## config.mk

```make
export PLATFORM = sky130hd
export DESIGN_NAME = heart_rate_median_outlier_filter
export DESIGN_NICKNAME = d
export VERILOG_FILES = /design/src/design/hrmof_pkg.sv /design/src/design/heart_rate_median_outlier_filter.sv /design/src/design/hrmof_sort_cell.sv /design/src/design/hrmof_out_buf.sv
export SDC_FILE = /design/constraint.sdc
export NUM_CORES = 1
export LEC_CHECK = 0
export BUFFER_PORTS_ARGS = -buffer_cell sky130_fd_sc_hd__clkbuf_2
export CAP_MARGIN = 20
export CORE_ASPECT_RATIO = 1.4
export CORE_MARGIN = 10
export CORE_UTILIZATION = 25
export CTS_BUF_LIST = sky130_fd_sc_hd__clkbuf_4
export DETAILED_ROUTE_END_ITERATION = 12
export GPL_TIMING_DRIVEN = 0
export MAX_ROUTING_LAYER = met4
export PLACE_DENSITY = 0.41
export SYNTH_ARGS = -nofsm -noshare
export SYNTH_HDL_FRONTEND = slang
export SYNTH_SLANG_ARGS = --single-unit
```

## constraint.sdc

```tcl
create_clock -name i_clk -period 11.1 [get_ports i_clk]
set_input_delay 2.22 -clock i_clk [delete_from_list [all_inputs] [get_ports i_clk]]
set_output_delay 2.22 -clock i_clk [all_outputs]
set_load 0.05 [all_outputs]
```

## src/design/hrmof_pkg.sv

```systemverilog
// Package: beat types, status and register codes, reset values for the heart-rate filter.
package hrmof_pkg;

    typedef enum logic [2:0] {
        ST_ACCEPTED = 3'd0,
        ST_INVALID  = 3'd1,
        ST_RANGE    = 3'd2,
        ST_OUTLIER  = 3'd3,
        ST_RESET    = 3'd4
    } t_status;

    typedef enum logic [1:0] {
        CFG_RATE_MIN     = 2'd0,
        CFG_RATE_MAX     = 2'd1,
        CFG_DEVIATION    = 2'd2,
        CFG_REJECT_LIMIT = 2'd3
    } t_cfg_idx;

    localparam logic [7:0] RATE_MIN_RST     = 8'd40;
    localparam logic [7:0] RATE_MAX_RST     = 8'd180;
    localparam logic [6:0] DEVIATION_RST    = 7'd20;
    localparam logic [3:0] REJECT_LIMIT_RST = 4'd3;
    localparam logic [7:0] PERCENT_SCALE    = 8'd100;

    // sort key: msb set marks an empty cell, which orders above any reading
    typedef logic [8:0] t_key;
    localparam t_key KEY_EMPTY = 9'h100;

    typedef struct packed {
        logic signed [10:0] rate;
        logic               rate_valid;
    } t_in;

    typedef struct packed {
        logic signed [8:0] filtered_rate;
        t_status           status;
    } t_out;

    typedef struct packed {
        logic       upd;
        logic       rem;
        logic       clr;
        logic [7:0] x;
        logic [7:0] y;
    } t_sort_ctl;

endpackage

```

## src/design/heart_rate_median_outlier_filter.sv

```systemverilog
// Top level: heart-rate running median filter with range and outlier rejection.
//
//  channel  dir  handshake                  payload
//  in       in   i_in_valid / o_in_ready    i_in  (rate, rate_valid)
//  out      out  o_out_valid / i_out_ready  o_out (filtered_rate, status)
//  cfg      in   i_cfg_we                   i_cfg_idx, i_cfg_data
//
// One beat in per cycle while the output buffer has room; its result sits in the output buffer the next cycle.
// The limit is the combinational path through the sorted cell row update and median select.
// Synchronous active-low reset loads register defaults and empties the history.
// Input is taken while the two-entry output buffer has a free slot.
module heart_rate_median_outlier_filter #(
    parameter int HISTORY_DEPTH      = 5,
    parameter int MIN_FILL_FOR_CHECK = 3
) (
    input  logic             i_clk,
    input  logic             i_rst_n,
    input  logic             i_in_valid,
    output logic             o_in_ready,
    input  hrmof_pkg::t_in   i_in,
    output logic             o_out_valid,
    input  logic             i_out_ready,
    output hrmof_pkg::t_out  o_out,
    input  logic             i_cfg_we,
    input  logic [1:0]       i_cfg_idx,
    input  logic [7:0]       i_cfg_data
);

    localparam int CNT_W = $clog2(HISTORY_DEPTH + 1);
    localparam int IDX_W = $clog2(HISTORY_DEPTH);

    logic [7:0]       r_rate_min;
    logic [7:0]       r_rate_max;
    logic [6:0]       r_dev;
    logic [3:0]       r_limit;

    logic [CNT_W-1:0] r_count;
    logic [CNT_W-1:0] n_count;
    logic [3:0]       r_run;
    logic [3:0]       n_run;
    logic [7:0]       r_hist [HISTORY_DEPTH];
    logic [7:0]       n_hist [HISTORY_DEPTH];

    hrmof_pkg::t_sort_ctl w_ctl;
    hrmof_pkg::t_key      w_key     [HISTORY_DEPTH];
    hrmof_pkg::t_key      w_rem_key [HISTORY_DEPTH];
    logic                 w_le      [HISTORY_DEPTH];
    logic [7:0]           w_val     [HISTORY_DEPTH];
    logic [7:0]           w_nxt     [HISTORY_DEPTH];

    hrmof_pkg::t_status   w_status;
    hrmof_pkg::t_out      w_res;
    logic                 w_acc;
    logic                 w_buf_ready;
    logic                 w_in_range;
    logic                 w_outlier;
    logic                 w_take;
    logic                 w_full;
    logic [7:0]           w_y;
    logic [7:0]           w_med;
    logic [7:0]           w_diff;
    logic [14:0]          w_dev100;
    logic [14:0]          w_lim;
    logic [3:0]           w_run_inc;
    logic [IDX_W-1:0]     w_med_idx;
    logic [IDX_W-1:0]     w_new_idx;
    logic [IDX_W-1:0]     w_wpos;

    // configuration
    always_ff @(posedge i_clk) begin
        if (!i_rst_n) begin
            r_rate_min <= hrmof_pkg::RATE_MIN_RST;
            r_rate_max <= hrmof_pkg::RATE_MAX_RST;
            r_dev      <= hrmof_pkg::DEVIATION_RST;
            r_limit    <= hrmof_pkg::REJECT_LIMIT_RST;
        end else if (i_cfg_we) begin
            case (hrmof_pkg::t_cfg_idx'(i_cfg_idx))
                hrmof_pkg::CFG_RATE_MIN:     r_rate_min <= i_cfg_data;
                hrmof_pkg::CFG_RATE_MAX:     r_rate_max <= i_cfg_data;
                hrmof_pkg::CFG_DEVIATION:    r_dev      <= i_cfg_data[6:0];
                hrmof_pkg::CFG_REJECT_LIMIT: r_limit    <= i_cfg_data[3:0];
                default: ;
            endcase
        end
    end

    assign o_in_ready = w_buf_ready;
    assign w_acc      = i_in_valid && w_buf_ready;

    // prior median from the sorted row
    assign w_med_idx = IDX_W'(r_count >> 1);
    assign w_med     = w_val[w_med_idx];
    assign w_y       = i_in.rate[7:0];

    assign w_in_range = (i_in.rate >= $signed({3'b000, r_rate_min}))
                     && (i_in.rate <= $signed({3'b000, r_rate_max}));
    assign w_diff     = (w_y >= w_med) ? (w_y - w_med) : (w_med - w_y);
    assign w_dev100   = 15'(w_diff) * 15'(hrmof_pkg::PERCENT_SCALE);
    assign w_lim      = 15'(w_med) * 15'(r_dev);
    assign w_outlier  = (r_count >= CNT_W'(MIN_FILL_FOR_CHECK)) && (w_dev100 > w_lim);
    assign w_run_inc  = r_run + 4'd1;

    always_comb begin
        if (!i_in.rate_valid) begin
            w_status = hrmof_pkg::ST_INVALID;
        end else if (!w_in_range) begin
            w_status = hrmof_pkg::ST_RANGE;
        end else if (w_outlier && (w_run_inc < r_limit)) begin
            w_status = hrmof_pkg::ST_OUTLIER;
        end else if (w_outlier) begin
            w_status = hrmof_pkg::ST_RESET;
        end else begin
            w_status = hrmof_pkg::ST_ACCEPTED;
        end
    end

    assign w_take = w_acc && (w_status == hrmof_pkg::ST_ACCEPTED
                           || w_status == hrmof_pkg::ST_RESET);
    assign w_full = r_count == CNT_W'(HISTORY_DEPTH);

    assign w_ctl.upd = w_take;
    assign w_ctl.clr = w_status == hrmof_pkg::ST_RESET;
    assign w_ctl.rem = w_full && !w_ctl.clr;
    assign w_ctl.x   = r_hist[0];
    assign w_ctl.y   = w_y;

    always_comb begin
        n_count = r_count;
        n_run   = r_run;
        if (w_take) begin
            n_run = 4'd0;
            if (w_ctl.clr) begin
                n_count = CNT_W'(1);
            end else if (!w_full) begin
                n_count = CNT_W'(r_count + 1'b1);
            end
        end else if (w_acc && w_status == hrmof_pkg::ST_OUTLIER) begin
            n_run = w_run_inc;
        end
    end

    always_ff @(posedge i_clk) begin
        if (!i_rst_n) begin
            r_count <= '0;
            r_run   <= 4'd0;
        end else begin
            r_count <= n_count;
            r_run   <= n_run;
        end
    end

    // arrival-order history, oldest at cell 0
    assign w_wpos = w_ctl.clr ? '0 : IDX_W'(r_count);

    always_comb begin
        for (int i = 0; i < HISTORY_DEPTH; i++) begin
            n_hist[i] = r_hist[i];
            if (w_take) begin
                if (w_ctl.rem) begin
                    n_hist[i] = (i == HISTORY_DEPTH - 1) ? w_y : r_hist[(i + 1) % HISTORY_DEPTH];
                end else if (w_wpos == IDX_W'(i)) begin
                    n_hist[i] = w_y;
                end
            end
        end
    end

    always_ff @(posedge i_clk) begin
        for (int i = 0; i < HISTORY_DEPTH; i++) begin
            r_hist[i] <= n_hist[i];
        end
    end

    // sorted row
    for (genvar g = 0; g < HISTORY_DEPTH; g++) begin : g_cell
        hrmof_pkg::t_key w_next_key;
        hrmof_pkg::t_key w_prev_rem;
        logic            w_prev_le;

        if (g == HISTORY_DEPTH - 1) begin : g_last
            assign w_next_key = hrmof_pkg::KEY_EMPTY;
        end else begin : g_mid
            assign w_next_key = w_key[g + 1];
        end

        if (g == 0) begin : g_head
            assign w_prev_rem = hrmof_pkg::KEY_EMPTY;
            assign w_prev_le  = 1'b0;
        end else begin : g_body
            assign w_prev_rem = w_rem_key[g - 1];
            assign w_prev_le  = w_le[g - 1];
        end

        hrmof_sort_cell u_cell (
            .i_clk          (i_clk),
            .i_ctl          (w_ctl),
            .i_first        (g == 0),
            .i_valid        (r_count > CNT_W'(g)),
            .i_next_key     (w_next_key),
            .i_prev_rem_key (w_prev_rem),
            .i_prev_le      (w_prev_le),
            .o_key          (w_key[g]),
            .o_rem_key      (w_rem_key[g]),
            .o_le           (w_le[g]),
            .o_value        (w_val[g]),
            .o_next_value   (w_nxt[g])
        );
    end

    // result beat
    assign w_new_idx           = IDX_W'(n_count >> 1);
    assign w_res.filtered_rate = (n_count == '0) ? 9'h1FF : $signed({1'b0, w_nxt[w_new_idx]});
    assign w_res.status        = w_status;

    hrmof_out_buf u_out_buf (
        .i_clk   (i_clk),
        .i_rst_n (i_rst_n),
        .i_valid (w_acc),
        .o_ready (w_buf_ready),
        .i_data  (w_res),
        .o_valid (o_out_valid),
        .i_ready (i_out_ready),
        .o_data  (o_out)
    );

endmodule

```

## src/design/hrmof_sort_cell.sv

```systemverilog
// One cell of the sorted history row: drop-oldest and insert-new applied together in one register update.
module hrmof_sort_cell (
    input  logic                  i_clk,
    input  hrmof_pkg::t_sort_ctl  i_ctl,
    input  logic                  i_first,
    input  logic                  i_valid,
    input  hrmof_pkg::t_key       i_next_key,
    input  hrmof_pkg::t_key       i_prev_rem_key,
    input  logic                  i_prev_le,
    output hrmof_pkg::t_key       o_key,
    output hrmof_pkg::t_key       o_rem_key,
    output logic                  o_le,
    output logic [7:0]            o_value,
    output logic [7:0]            o_next_value
);

    logic [7:0]      r_val;
    logic [7:0]      n_val;
    hrmof_pkg::t_key w_key;
    logic            w_below;

    assign w_key     = i_valid ? {1'b0, r_val} : hrmof_pkg::KEY_EMPTY;
    assign w_below   = w_key < {1'b0, i_ctl.x};
    assign o_rem_key = (!i_ctl.rem || w_below) ? w_key : i_next_key;
    assign o_le      = o_rem_key <= {1'b0, i_ctl.y};

    always_comb begin
        n_val = r_val;
        if (i_ctl.upd) begin
            if (i_ctl.clr || (!o_le && (i_first || i_prev_le))) begin
                n_val = i_ctl.y;
            end else if (o_le) begin
                n_val = o_rem_key[7:0];
            end else begin
                n_val = i_prev_rem_key[7:0];
            end
        end
    end

    always_ff @(posedge i_clk) begin
        r_val <= n_val;
    end

    assign o_key        = w_key;
    assign o_value      = r_val;
    assign o_next_value = n_val;

endmodule

```

## src/design/hrmof_out_buf.sv

```systemverilog
// Two-entry output skid buffer for result beats.
module hrmof_out_buf (
    input  logic              i_clk,
    input  logic              i_rst_n,
    input  logic              i_valid,
    output logic              o_ready,
    input  hrmof_pkg::t_out   i_data,
    output logic              o_valid,
    input  logic              i_ready,
    output hrmof_pkg::t_out   o_data
);

    logic [1:0]      r_cnt;
    logic [1:0]      n_cnt;
    hrmof_pkg::t_out r_d0;
    hrmof_pkg::t_out r_d1;
    logic            w_push;
    logic            w_pop;

    assign o_ready = r_cnt != 2'd2;
    assign o_valid = r_cnt != 2'd0;
    assign o_data  = r_d0;
    assign w_push  = i_valid && o_ready;
    assign w_pop   = o_valid && i_ready;

    always_comb begin
        n_cnt = r_cnt + {1'b0, w_push} - {1'b0, w_pop};
    end

    always_ff @(posedge i_clk) begin
        if (!i_rst_n) begin
            r_cnt <= 2'd0;
        end else begin
            r_cnt <= n_cnt;
        end
    end

    always_ff @(posedge i_clk) begin
        if (w_push && (r_cnt == 2'd0 || (r_cnt == 2'd1 && w_pop))) begin
            r_d0 <= i_data;
        end else if (w_pop && r_cnt == 2'd2) begin
            r_d0 <= r_d1;
        end
        if (w_push && r_cnt == 2'd1 && !w_pop) begin
            r_d1 <= i_data;
        end
    end

endmodule

```

* Word-level counts from Yosys, hierarchy flattened
Memories as Yosys holds them, arrays and structs flattened.
Index checks and enable logic that the tools add are counted.
** Operators by class
- Add/subtract/negate cells :: 6
- $mul :: 2
- Reductions and logical operators :: 50
- $lt $le $gt $ge :: 23
- Shift operators :: 0
- Div/mod/pow operators :: 0
- Bitwise operators :: 3
- Mux-type cells :: 58
- Eq/ne operators :: 13
** Operator list (count)
- 8-bit 2-to-1 mux :: 35
- 9-bit 2-to-1 mux :: 11
- 8-bit binary-select mux with 3-bit select :: 2
- 9-bit by 8-bit less-or-equal comparator with 1-bit output :: 5
- 9-bit by 8-bit < comparator with 1-bit output :: 5
- 12-bit 2-to-1 mux :: 2
- 3-bit 2-to-1 mux :: 8
- 1-bit logical AND :: 18
- 8-bit subtractor :: 2
- 15-bit > comparator :: 1
- 8-bit by 7-bit multiplier with 15-bit output :: 1
- 8-bit by 5-bit multiplier with 13-bit output, second input constant :: 1
- 1-bit logical OR :: 12
- 11-bit by 9-bit >= comparator with 1-bit output :: 1
- 11-bit by 9-bit less-or-equal comparator with 1-bit output :: 1
- 3-bit by 2-bit == test with 1-bit output, second input constant :: 3
- 3-bit == test, second input constant :: 3
- 3-bit logical NOT :: 3
- 4-bit >= comparator, second input constant :: 2
- 8-bit >= comparator :: 1
- 1-bit logical NOT :: 8
- 2-bit NOT with 4-bit output :: 2
- 2-bit AND reduction :: 4
- 2-bit == test, second input constant :: 3
- 16 further kinds :: 21
** Word-level totals
- Latch bits :: 0
- Input port bits :: 27
- Memories :: 1
- Word-level logic and storage cells :: 172
- Output and inout bits :: 14
- Memory bits (writable) :: 40
- Bits in registers :: 100
- Memory bits (read-only) :: 0
** Memory list
- r_hist :: depth 5, bits a word 8, read ports 5, clocked after Yosys merged registers in 0, wr ports 5, line heart_rate_median_outlier_filter.sv:41 : logic [7:0] r_hist [HISTORY_DEPTH];

* Longest topological paths before layout
Gate-level depths: netlist of run 1.
- Word-level depth :: 30
- Mapped depth :: 51
- Gate-level depth less buffers :: 48

* Hierarchy
A second synthesis of run 1 with hierarchy kept.
** Second synthesis, totals
- Cell total of the unflattened synthesis :: 1634
- Area, all modules :: 14630.3 um^2
** Modules (own cells, without submodules)
- heart_rate_median_outlier_filter :: cells an instance 825, area an instance 7483.4 um^2, times used 1
- hrmof_sort_cell :: cells an instance 150, area an instance 1212.4 um^2, times used 5
- hrmof_out_buf :: cells an instance 59, area an instance 1084.8 um^2, times used 1

* Worst setup path before layout of run 1
Ideal clock, no wire load.
- Kind :: in2reg
- Start :: input i_in[3] (netlist bit)
- End :: register u_out_buf.r_d1[10] (netlist bit), data pin
- Stages on the path :: 46
- Path buffers :: 4
- Arrival :: 10.978 ns
- Slack :: -0.139 ns
- Path through :: inv_1 > ha_1 > clkbuf_1 > nand4_1 > a31oi_1 > nor4_1 > o32a_1 > o21ai_0 > xor2_1 > ha_1 > ha_1 > inv_1 > fa_1 > inv_1 > ha_1 > a21oi_1 > o21ai_0 > a21oi_1 > [... 10 more ...] > nand2_2 > inv_2 > buf_2 > buf_2 > nor2_1 > a21o_1 > ha_1 > nor2b_1 > o21a_1 > o21ai_0 > a211oi_1 > or2_2 > buf_1 > nor2_1 > a221o_1 > o21ai_1 > a22o_1 > a221o_1
** RTL lines
- start: declaration :: line heart_rate_median_outlier_filter.sv:20 : input hrmof_pkg::t_in i_in,
- end signal: assignment :: line hrmof_out_buf.sv:45 : r_d1 <= i_data;
- end: declaration :: line hrmof_out_buf.sv:16 : hrmof_pkg::t_out r_d1;

==> results of run 1 <==
## routing by layer
layer / routed length (µm) / up-vias / part of all wire
met3: 1710 / 120 / 0.032
met5: 0 / - / 0
met1: 22200 / 6048 / 0.41
met4: 2600 / 0 / 0.048
li1: - / 5880 / -
met2: 27600 / 344 / 0.51
## area by class of cell
type | instances | area [µm²] | area share
well taps | 714 | 893 | 0.0536
repair buffers | 125 | 1020 | 0.0611
clock buffers | 18 | 135 | 0.00811
plain buffers | 45 | 264 | 0.0158
clock inverters | 14 | 184 | 0.0110
multi-input cells | 1214 | 9990 | 0.600
flip-flops and latches | 140 | 3520 | 0.212
diodes | 1 | 2.50 | 0.000150
inverters | 165 | 646 | 0.0388
## metrics by stage
step           cells  setup WS, ns  area, µm²   util  TNS, ns
2_1_floorplan   1567        0.0504      13500      -        0
3_3_place_gp    2320         -3.55      14600  0.274  -198.32
3_5_place_dp    2322         -3.44      14600  0.275  -191.05
4_1_cts         2388       0.00962      15700  0.295        0
5_1_grt         2436       -0.0614      16700  0.313   -0.463
6_report        2436         0.246      16700  0.313        0
## placed cells by master (no fill, tap or decap), types with 9 or more instances in the layout
cell type and instances:
a21boi_0 9, a21o_1 54, a21oi_1 66, a22o_1 11
a22oi_1 16, a31oi_1 15, and2_1 59, buf_4 78
buf_6 12, clkbuf_1 23, clkbuf_2 33, clkbuf_4 20
dfxtp_1 68, edfxtp_1 72, fa_1 33, ha_1 178
ha_4 13, inv_1 153, mux2i_1 36, nand2_1 191
nand2b_1 21, nand3_1 21, nand4_1 16, nor2_1 78
nor2_2 9, nor2b_1 21, nor3_1 20, o211ai_1 29
o21a_1 16, o21ai_0 49, o21ai_1 33, o21ai_2 13
or2_2 9, xnor2_1 14, xor2_1 11
## power breakdown
group | switching, mW | internal [mW] | leakage (nW)
clock | 0.232 | 0.165 | 0.176
combinational | 1.87 | 1.34 | 6.09
sequential | 0.0577 | 0.590 | 1.18
total | 2.16 | 2.10 | 7.44
## critical path: cells and delay by family
family                     cells  cell delay (ns)
and+or+nand+nor                7             1.01
muxes                          1             0.36
xor gates and xnor gates       2             0.31
adders and majority gates      7             2.22
AOI/OAI and AO/OA             19             3.60
buffers and inverters         10             1.49
## kinds of logic after synthesis
group	Yosys count	share of synthesized area
AO/OA/AOI/OAI	423	0.214
adder cells (fa/ha/maj)	225	0.227
buffers and inverters	213	0.0611
flip-flops	140	0.261
XOR/XNOR	30	0.0194
AND/OR/NAND/NOR	475	0.164
multiplexers	61	0.0533
## state kept, by name, summed over array words and instances, names as in the netlist
signal                 count
g_cell.u_cell.o_value     40
r_count                    3
r_dev                      7
r_hist                    40
r_limit                    4
r_rate_max                 8
r_rate_min                 8
r_run                      4
u_out_buf.o_data          12
u_out_buf.r_cnt            2
u_out_buf.r_d1            12
## worst paths after layout
check / slack [ns] / end / from / depth (start not counted)
worst max-delay path: 0.25 / u_out_buf.r_d1[3] / i_in[5] / 46
worst min register to register: 0.49 / r_limit[1] / r_limit[1] / 2
worst min-delay path: 0.49 / r_limit[1] / r_limit[1] / 2
worst max register to register: 0.48 / u_out_buf.r_d1[3] / r_count[2] / 44
## what timing repair did
action | 4_1_cts | 5_1_grt
pin swaps | 21 | 55
gates resized for setup | 109 | 124
endpoints found under the setup margin | 63 | 45
endpoints found under the hold margin | 0 | 0
buffers inserted | 36 | 44
gates cloned | 0 | 1
==> results_dict.tcl, run 1 <==
set metrics [dict create \
    status "finished, final reports clean" \
    crit_path_top_delay_cell "o311ai_1" \
    grtUsageMet2 0.299 \
    critical-path-max-stage-delay_ns 0.58 \
    end_kind "flop" \
    cts_sinks 140 \
    h-tree-depth 4 \
    worstPathArrival_ns 11.23 \
    synth.avg_cell_area_um2 8.63 \
    dp_hpwl_um 42000 \
    maxSlewHeadroom 0.272 \
    powerDensity_nw_per_um2 256 \
    ios 41 \
    synth_nets 1819 \
    vias 12400 \
    grt_pass1_vias 12300 \
    grt_pass1_wl_um 78800 \
    worst-slew-pin-transition_ns 1.08 \
    ys_seq_elements 140 \
    max-vdd-ir-drop_v 0.000229 \
    crit_top_cell "ha_4" \
    min_period_ns 10.85 \
    drive_above_1_share 0.198 \
    busiest_layer "met2" \
    clkLatencyLatePin_ns 0.64 \
    synth.distinct_cells 83 \
    totalWireLength_um 54100 \
    cp-start-kind "input port" \
    hold_viol_final 0 \
    wl_per_cell_um 22.2 \
    coreArea_um2 53300 \
    clockRootBuffer "clkbuf_4" \
    nNetsFinal 1960 \
    cts_hold_buf 0 \
    antenna_left 0 \
    yosys_warnings 0 \
    fillers 5771 \
    netlist.area_leader.share 0.177 \
    fmax_mhz 92.1 \
    synth_most_common_cell "nand2_1" \
    synth-edff-count 72 \
    synthCells 1567 \
    dieArea_um2 63900 \
    die_w_um 217 \
    maxSlewViolCount 0 \
    grt_util_met1 0.189 \
    fin_crit_sh 0.978 \
    worstPathRequired_ns 11.47 \
    start_util 0.254 \
    grt_use_met3 0.0158 \
    antenna_found_initial 1 \
    crit_fanout 9 \
    synthTopCellsByArea "ha_1 (18%), edfxtp_1 (16%), dfxtp_1 (10%)" \
    cts_tree "done" \
    synthArstFlopShare 0 \
    viasPerCell 5.09 \
    yosysTopAreaCell "ha_1" \
    overflow 0 \
    clkSlewWorstSetupHoldPaths_ns 0.14 \
    dr.pass1.iters 6 \
    syn_area_um2 13500 \
    hp-class "reg -> reg" \
    ys_seq_area_frac 0.261 \
    path_class "in -> reg" \
    leakage_nw 7.44 \
    total_power_mw 4.26 \
    drc 0 \
    finalSetupViolCount 0 \
    ys_top_cells_by_count "nand2_1 (194), ha_1 (191), inv_1 (163), nor2_1 (85), a21oi_1 (76)" \
    synthFlopType "edfxtp_1" \
    layout-area-overhead-vs-synth_pct 23.2 \
    max_cap_violations 0 \
    clock_skew_ns 0.0453 \
    port_buffers 39 \
    grtUsageTotal 0.170 \
    drt_iter0_markers 802 \
    grt_max_degree 18 \
    holdWs_ns 0.493 \
    dieHeight_um 295 \
    clock_path_buffers 2 \
    cts-buffers-inserted 17 \
    place.gp.congestion 0.937 \
    num_rows 100 \
]
Power figures use the tool's default switching activity.
==> inputs of run 2 (changes only) <==
--- a/config.mk
+++ b/config.mk
@@ -14,7 +14,8 @@
 export DETAILED_ROUTE_END_ITERATION = 12
 export GPL_TIMING_DRIVEN = 0
 export MAX_ROUTING_LAYER = met4
-export PLACE_DENSITY = 0.41
+export PLACE_DENSITY = 0.4
+export RECOVER_POWER = 25
 export SYNTH_ARGS = -nofsm -noshare
 export SYNTH_HDL_FRONTEND = slang
 export SYNTH_SLANG_ARGS = --single-unit
==> constraint.sdc (replaced) <==
create_clock -name i_clk -period 10.7 [get_ports i_clk]
set_input_delay 2.14 -clock i_clk [delete_from_list [all_inputs] [get_ports i_clk]]
set_output_delay 2.14 -clock i_clk [all_outputs]
set_load 0.05 [all_outputs]
==> run 2 against run 1 <==
  * The run now ends with setup timing left
  * Critical endpoint is now u_out_buf.r_d1[10]
  * Worst setup slack got worse by 0.33 ns
  * Largest power group unchanged
  * Critical path depth fell by 3
  * Combinational power rose by 11%
  * Highest routed layer unchanged
  * Clock power is 1% lower
==> results_dict.tcl, run 2 (synthesized netlist as in run 1, its figures left out) <==
set metrics [dict create \
    status "finished with violations" \
    violations "setup timing" \
    place.gp.congestion 0.948 \
    start_util 0.254 \
    drc 0 \
    clockRootBuffer "clkbuf_4" \
    vias 12900 \
    drive_above_1_share 0.256 \
    drt_iter0_markers 977 \
    leakage_nw 7.87 \
    totalWireLength_um 56700 \
    antenna_left 0 \
    crit_fanout 7 \
    cts_tree "done" \
    rsz0062_at_grt "yes" \
    coreArea_um2 53300 \
    dieArea_um2 63900 \
    end_kind "flop" \
    overflow 0 \
    critical-path-max-stage-delay_ns 0.49 \
    viasPerCell 5.15 \
    dr_wl_met3_um 2490 \
    port_buffers 39 \
    path_class "in -> reg" \
    fmax_mhz 92.8 \
    grt_pass1_vias 12600 \
    m1WireLength_um 22200 \
    hold_viol_final 0 \
    layout-area-overhead-vs-synth_pct 30.3 \
    grt_max_degree 18 \
    clkSlewWorstSetupHoldPaths_ns 0.14 \
    num_rows 100 \
    dieHeight_um 295 \
    setup_ws_ns -0.0796 \
    hp-class "reg -> reg" \
    clkLatencyLatePin_ns 0.63 \
    maxSlewViolCount 0 \
    highest_layer "met4" \
    fin_cells 2503 \
    place_area_um2 14700 \
    cts_sinks 140 \
    cts_hold_buf 0 \
    fin_setup_tns_ns -0.364 \
    max_cap_violations 0 \
    max-vdd-ir-drop_v 0.000281 \
    ios 41 \
    nNetsFinal 2027 \
    worst-slew-pin-transition_ns 1.25 \
    die_w_um 217 \
    finalSetupViolCount 11 \
    crit_path_top_delay_cell "fa_1" \
    fin_crit_sh 1.01 \
    route.met2.wl_um 28500 \
    worstPathRequired_ns 11.07 \
    final_common_cell "nand2_1" \
    holdWs_ns 0.499 \
    min_period_ns 10.78 \
    mostFrequentLayoutCells "nand2_1 (191), ha_1 (175), inv_1 (149)" \
    maxSlewHeadroom 0.165 \
    wl_per_cell_um 22.7 \
    grtUsageTotal 0.176 \
    powerDensity_nw_per_um2 262 \
    cts-buffers-inserted 17 \
    clock_path_buffers 2 \
    dp_slack_ns -3.61 \
    dr.pass1.iters 6 \
    worstPathArrival_ns 11.15 \
    clock_skew_ns 0.0355 \
    cp-start-kind "input port" \
    antenna_found_initial 1 \
    grt_pass1_wl_um 81400 \
    dp.cells 2323 \
    dp_hpwl_um 42000 \
    design_area_um2 17600 \
    h-tree-depth 4 \
]
## run 2: metal layers
layer | up-vias | track usage
li1 | 6008 | -
met1 | 6273 | 0.192
met2 | 437 | 0.299
met3 | 182 | 0.0205
met4 | 0 | 0.114
met5 | - | -
## run 2: through the flow
stage                     utilization  power (mW)
after global routing            0.331        4.99
after detailed placement        0.275        3.27
after CTS                       0.304        4.11
after floorplan                     -        2.52
after global placement          0.275        3.22
final                           0.331        4.61
## run 2: power breakdown
part           internal, mW  switching (mW)  total [mW]
logic                  1.55            2.00        3.55
clock network         0.148           0.245       0.392
registers             0.612          0.0578       0.670
## run 2: worst max-delay path, delay by kind of cell
kind,cells,cell delay [ns]
AO/OA/AOI/OAI,18,3.69
adder cells (fa/ha/maj),7,2.21
AND/OR/NAND/NOR,6,1.02
buffers and inverters,7,0.93
multiplexers,3,0.79
XOR/XNOR,2,0.34
## run 2: final timing paths
kind | start | to | slack [ns] | cells past startpoint
worst min register to register | r_run[3] | r_run[3] | 0.50 | 2
worst max-delay path | i_in[7] | u_out_buf.r_d1[10] | -0.08 | 43
worst max register to register | r_count[1] | u_out_buf.r_d1[10] | 0.14 | 45
worst min-delay path | r_run[3] | r_run[3] | 0.50 | 2
## run 2: what timing repair did
item,CTS,global route
pin swaps,48,106
resized for setup,161,161
gates cloned,1,2
setup endpoints to repair,76,47
buffers inserted,62,82
endpoints found under the hold margin,0,0
## run 2: cell type report
type / instances / area, µm²
fill: 5648 / 35700
inverter: 165 / 653
buffer: 45 / 298
antenna: 1 / 2.50
clock buffer: 18 / 135
timing repair buffer: 191 / 1600
clock inverter: 14 / 156
sequential: 140 / 3520
multi-input combinational: 1215 / 10400
tap: 714 / 893
==> inputs of run 3 (changes only) <==
--- a/config.mk
+++ b/config.mk
@@ -9,12 +9,12 @@
 export CAP_MARGIN = 20
 export CORE_ASPECT_RATIO = 1.4
 export CORE_MARGIN = 10
-export CORE_UTILIZATION = 25
+export CORE_UTILIZATION = 30
 export CTS_BUF_LIST = sky130_fd_sc_hd__clkbuf_4
 export DETAILED_ROUTE_END_ITERATION = 12
 export GPL_TIMING_DRIVEN = 0
 export MAX_ROUTING_LAYER = met4
-export PLACE_DENSITY = 0.4
+export PLACE_DENSITY = 0.45
 export RECOVER_POWER = 25
 export SYNTH_ARGS = -nofsm -noshare
 export SYNTH_HDL_FRONTEND = slang
==> run 3 against run 2 <==
  * The flow now finishes without violations
  * Sequential cell count did not move
  * Cell count fell by 7.6%
  * First-iteration DRC count fell by 11%
  * Non-clock buffer count fell by 42
  * Register-to-register slack improved by 0.27 ns
  * Clock power fell by 4%
  * Core utilization rose by 4.7 points
  * Via count fell by 3.0%
  * Clock skew rose by 0.0042 ns
  * Worst setup slack improved by 0.27 ns
  * Total power fell by 2.2%
  * Critical path depth rose by 1
  * Largest cell class unchanged
==> results_dict.tcl, run 3 (synthesized netlist as in run 1, its figures left out) <==
set metrics [dict create \
    mostFrequentLayoutCells "nand2_1 (192), ha_1 (175), inv_1 (150)" \
    die_w_um 199 \
    worstPathRequired_ns 11.20 \
    grt_max_degree 18 \
    vias 12500 \
    hp-class "reg -> reg" \
    antenna_left 0 \
    dp_hpwl_um 41100 \
    fin_crit_sh 0.982 \
    utilization 0.378 \
    max-vdd-ir-drop_v 0.000416 \
    final_common_cell "nand2_1" \
    clock_skew_ns 0.0397 \
    clkLatencyLatePin_ns 0.66 \
    h-tree-depth 4 \
    r2r_start "r_count[2]" \
    place_area_um2 14500 \
    clkSlewWorstSetupHoldPaths_ns 0.17 \
    grtUsageTotal 0.202 \
    dp.cells 2173 \
    path_class "in -> reg" \
    clockRootBuffer "clkbuf_4" \
    crit_family "compound AO/OA/AOI/OAI gates" \
    p_sw_mw 2.24 \
    dieArea_um2 54100 \
    hold_viol_final 0 \
    fmax_mhz 95.2 \
    min_period_ns 10.51 \
    nNetsFinal 1985 \
    clock_path_buffers 2 \
    worstPathArrival_ns 11.01 \
    drt_iter0_markers 866 \
    place.gp.congestion 0.964 \
    ios 41 \
    power.share.clock 0.083 \
    design_area_um2 16900 \
    p_int_mw 2.27 \
    start_util 0.302 \
    status "finished, final reports clean" \
    maxSlewViolCount 0 \
    finalSetupViolCount 0 \
    coreArea_um2 44800 \
    overflow 0 \
    antenna_found_initial 3 \
    dr.pass1.iters 5 \
    leakage_nw 7.60 \
    drc 0 \
    sw_frac_of_total 0.497 \
    grt_pass1_wl_um 78700 \
    cts_sinks 140 \
    wl_per_cell_um 23.3 \
    crit_buf_inv 8 \
    fin_cells 2313 \
    route.met2.wl_um 27400 \
    maxSlewHeadroom 0.254 \
    min_from "r_run[3]" \
    dr_wl_met3_um 2260 \
    crit_fanout 10 \
    cts_tree "done" \
    highest_layer "met4" \
    pwr-share-comb 0.769 \
    port_buffers 39 \
    viasPerCell 5.41 \
    worst-slew-pin-transition_ns 1.11 \
    grt_pass1_vias 12600 \
    crit_path_start "i_in[6]" \
    num_rows 92 \
    powerDensity_nw_per_um2 266 \
    m1WireLength_um 20600 \
    end_kind "flop" \
    fin_setup_tns_ns 0 \
    max_cap_violations 0 \
    dieHeight_um 271 \
    rsz0062_at_grt "yes" \
    layout-area-overhead-vs-synth_pct 25.1 \
    cts-buffers-inserted 17 \
    critical-path-max-stage-delay_ns 0.45 \
    crit_path_top_delay_cell "fa_1" \
    totalWireLength_um 54000 \
    drive_above_1_share 0.228 \
    seqPwrFrac 0.148 \
    cp-start-kind "input port" \
]
run 3: cell types whose count changed in the layout (fill, tap and decap cells not counted), sizes merged:
cell,change
clkinv,+1
a21oi,-1
buf,-38
or2,+1
inv,-2
bufinv,-1
clkbuf,-4
diode,+2
clkinvlp,+2
run 3: timing repair:
| item | 4_1_cts | 5_1_grt |
|---|---|---|
| pin swaps | 49 | 75 |
| resized for setup | 157 | 119 |
| cloned | 1 | 1 |
| hold buffers | 0 | 0 |
| setup endpoints to repair | 56 | 47 |
| setup buffers | 60 | 45 |
| endpoints found under the hold margin | 0 | 0 |
run 3: path summary, 6_finish.rpt:
kind	slack (ns)	cells past startpoint	end
worst max-delay path	0.19	44	u_out_buf.o_data[6]
worst min-delay path	0.49	2	r_run[3]
worst max register to register	0.41	44	u_out_buf.o_data[6]
worst min register to register	0.49	2	r_run[3]
run 3: metal layers:
| layer | GRT usage | vias up |
|---|---|---|
| met3 | 0.0292 | 145 |
| met4 | 0.120 | 0 |
| met1 | 0.214 | 6076 |
| met5 | - | - |
| met2 | 0.349 | 350 |
| li1 | - | 5943 |
run 3: worst reg2reg max path, delay by kind of cell, from the launching register on:
family,cells,cell delay [ns]
AOI/OAI and AO/OA,18,3.53
adders and majority gates,7,2.94
and+or+nand+nor,9,1.42
buffers and inverters,8,1.13
DFF,1,0.55
muxes,1,0.40
xor gates and xnor gates,1,0.16
run 3: stage by stage:
stage | hold WS (ns) | power (mW) | setup WS, ns
after global routing | 0.517 | 4.92 | -0.145
final | 0.492 | 4.51 | 0.194
after floorplan | 0.439 | 2.52 | -0.0281
after detailed placement | 0.471 | 3.19 | -3.40
after CTS | 0.491 | 4.12 | 0.00137
after global placement | 0.462 | 3.16 | -3.41
run 3: area by class of cell:
| cell class | instances | area [µm²] |
|---|---|---|
| timing repair buffer | 149 | 1210 |
| tap | 564 | 706 |
| multi-input combinational | 1215 | 10200 |
| clock inverter | 14 | 154 |
| inverter | 165 | 648 |
| buffer | 45 | 287 |
| sequential | 140 | 3520 |
| fill | 4624 | 27900 |
| antenna | 3 | 7.51 |
| clock buffer | 18 | 135 |
run 3: power groups by stage:
| stage | sequential (mW) | combinational (mW) | clock, mW |
|---|---|---|---|
| after floorplan | 0.682 | 1.83 | 0 |
| final | 0.667 | 3.47 | 0.375 |
| after global routing | 0.668 | 3.85 | 0.401 |
| after CTS | 0.665 | 3.07 | 0.382 |
| after detailed placement | 0.677 | 2.51 | 0 |
| after global placement | 0.678 | 2.48 | 0 |
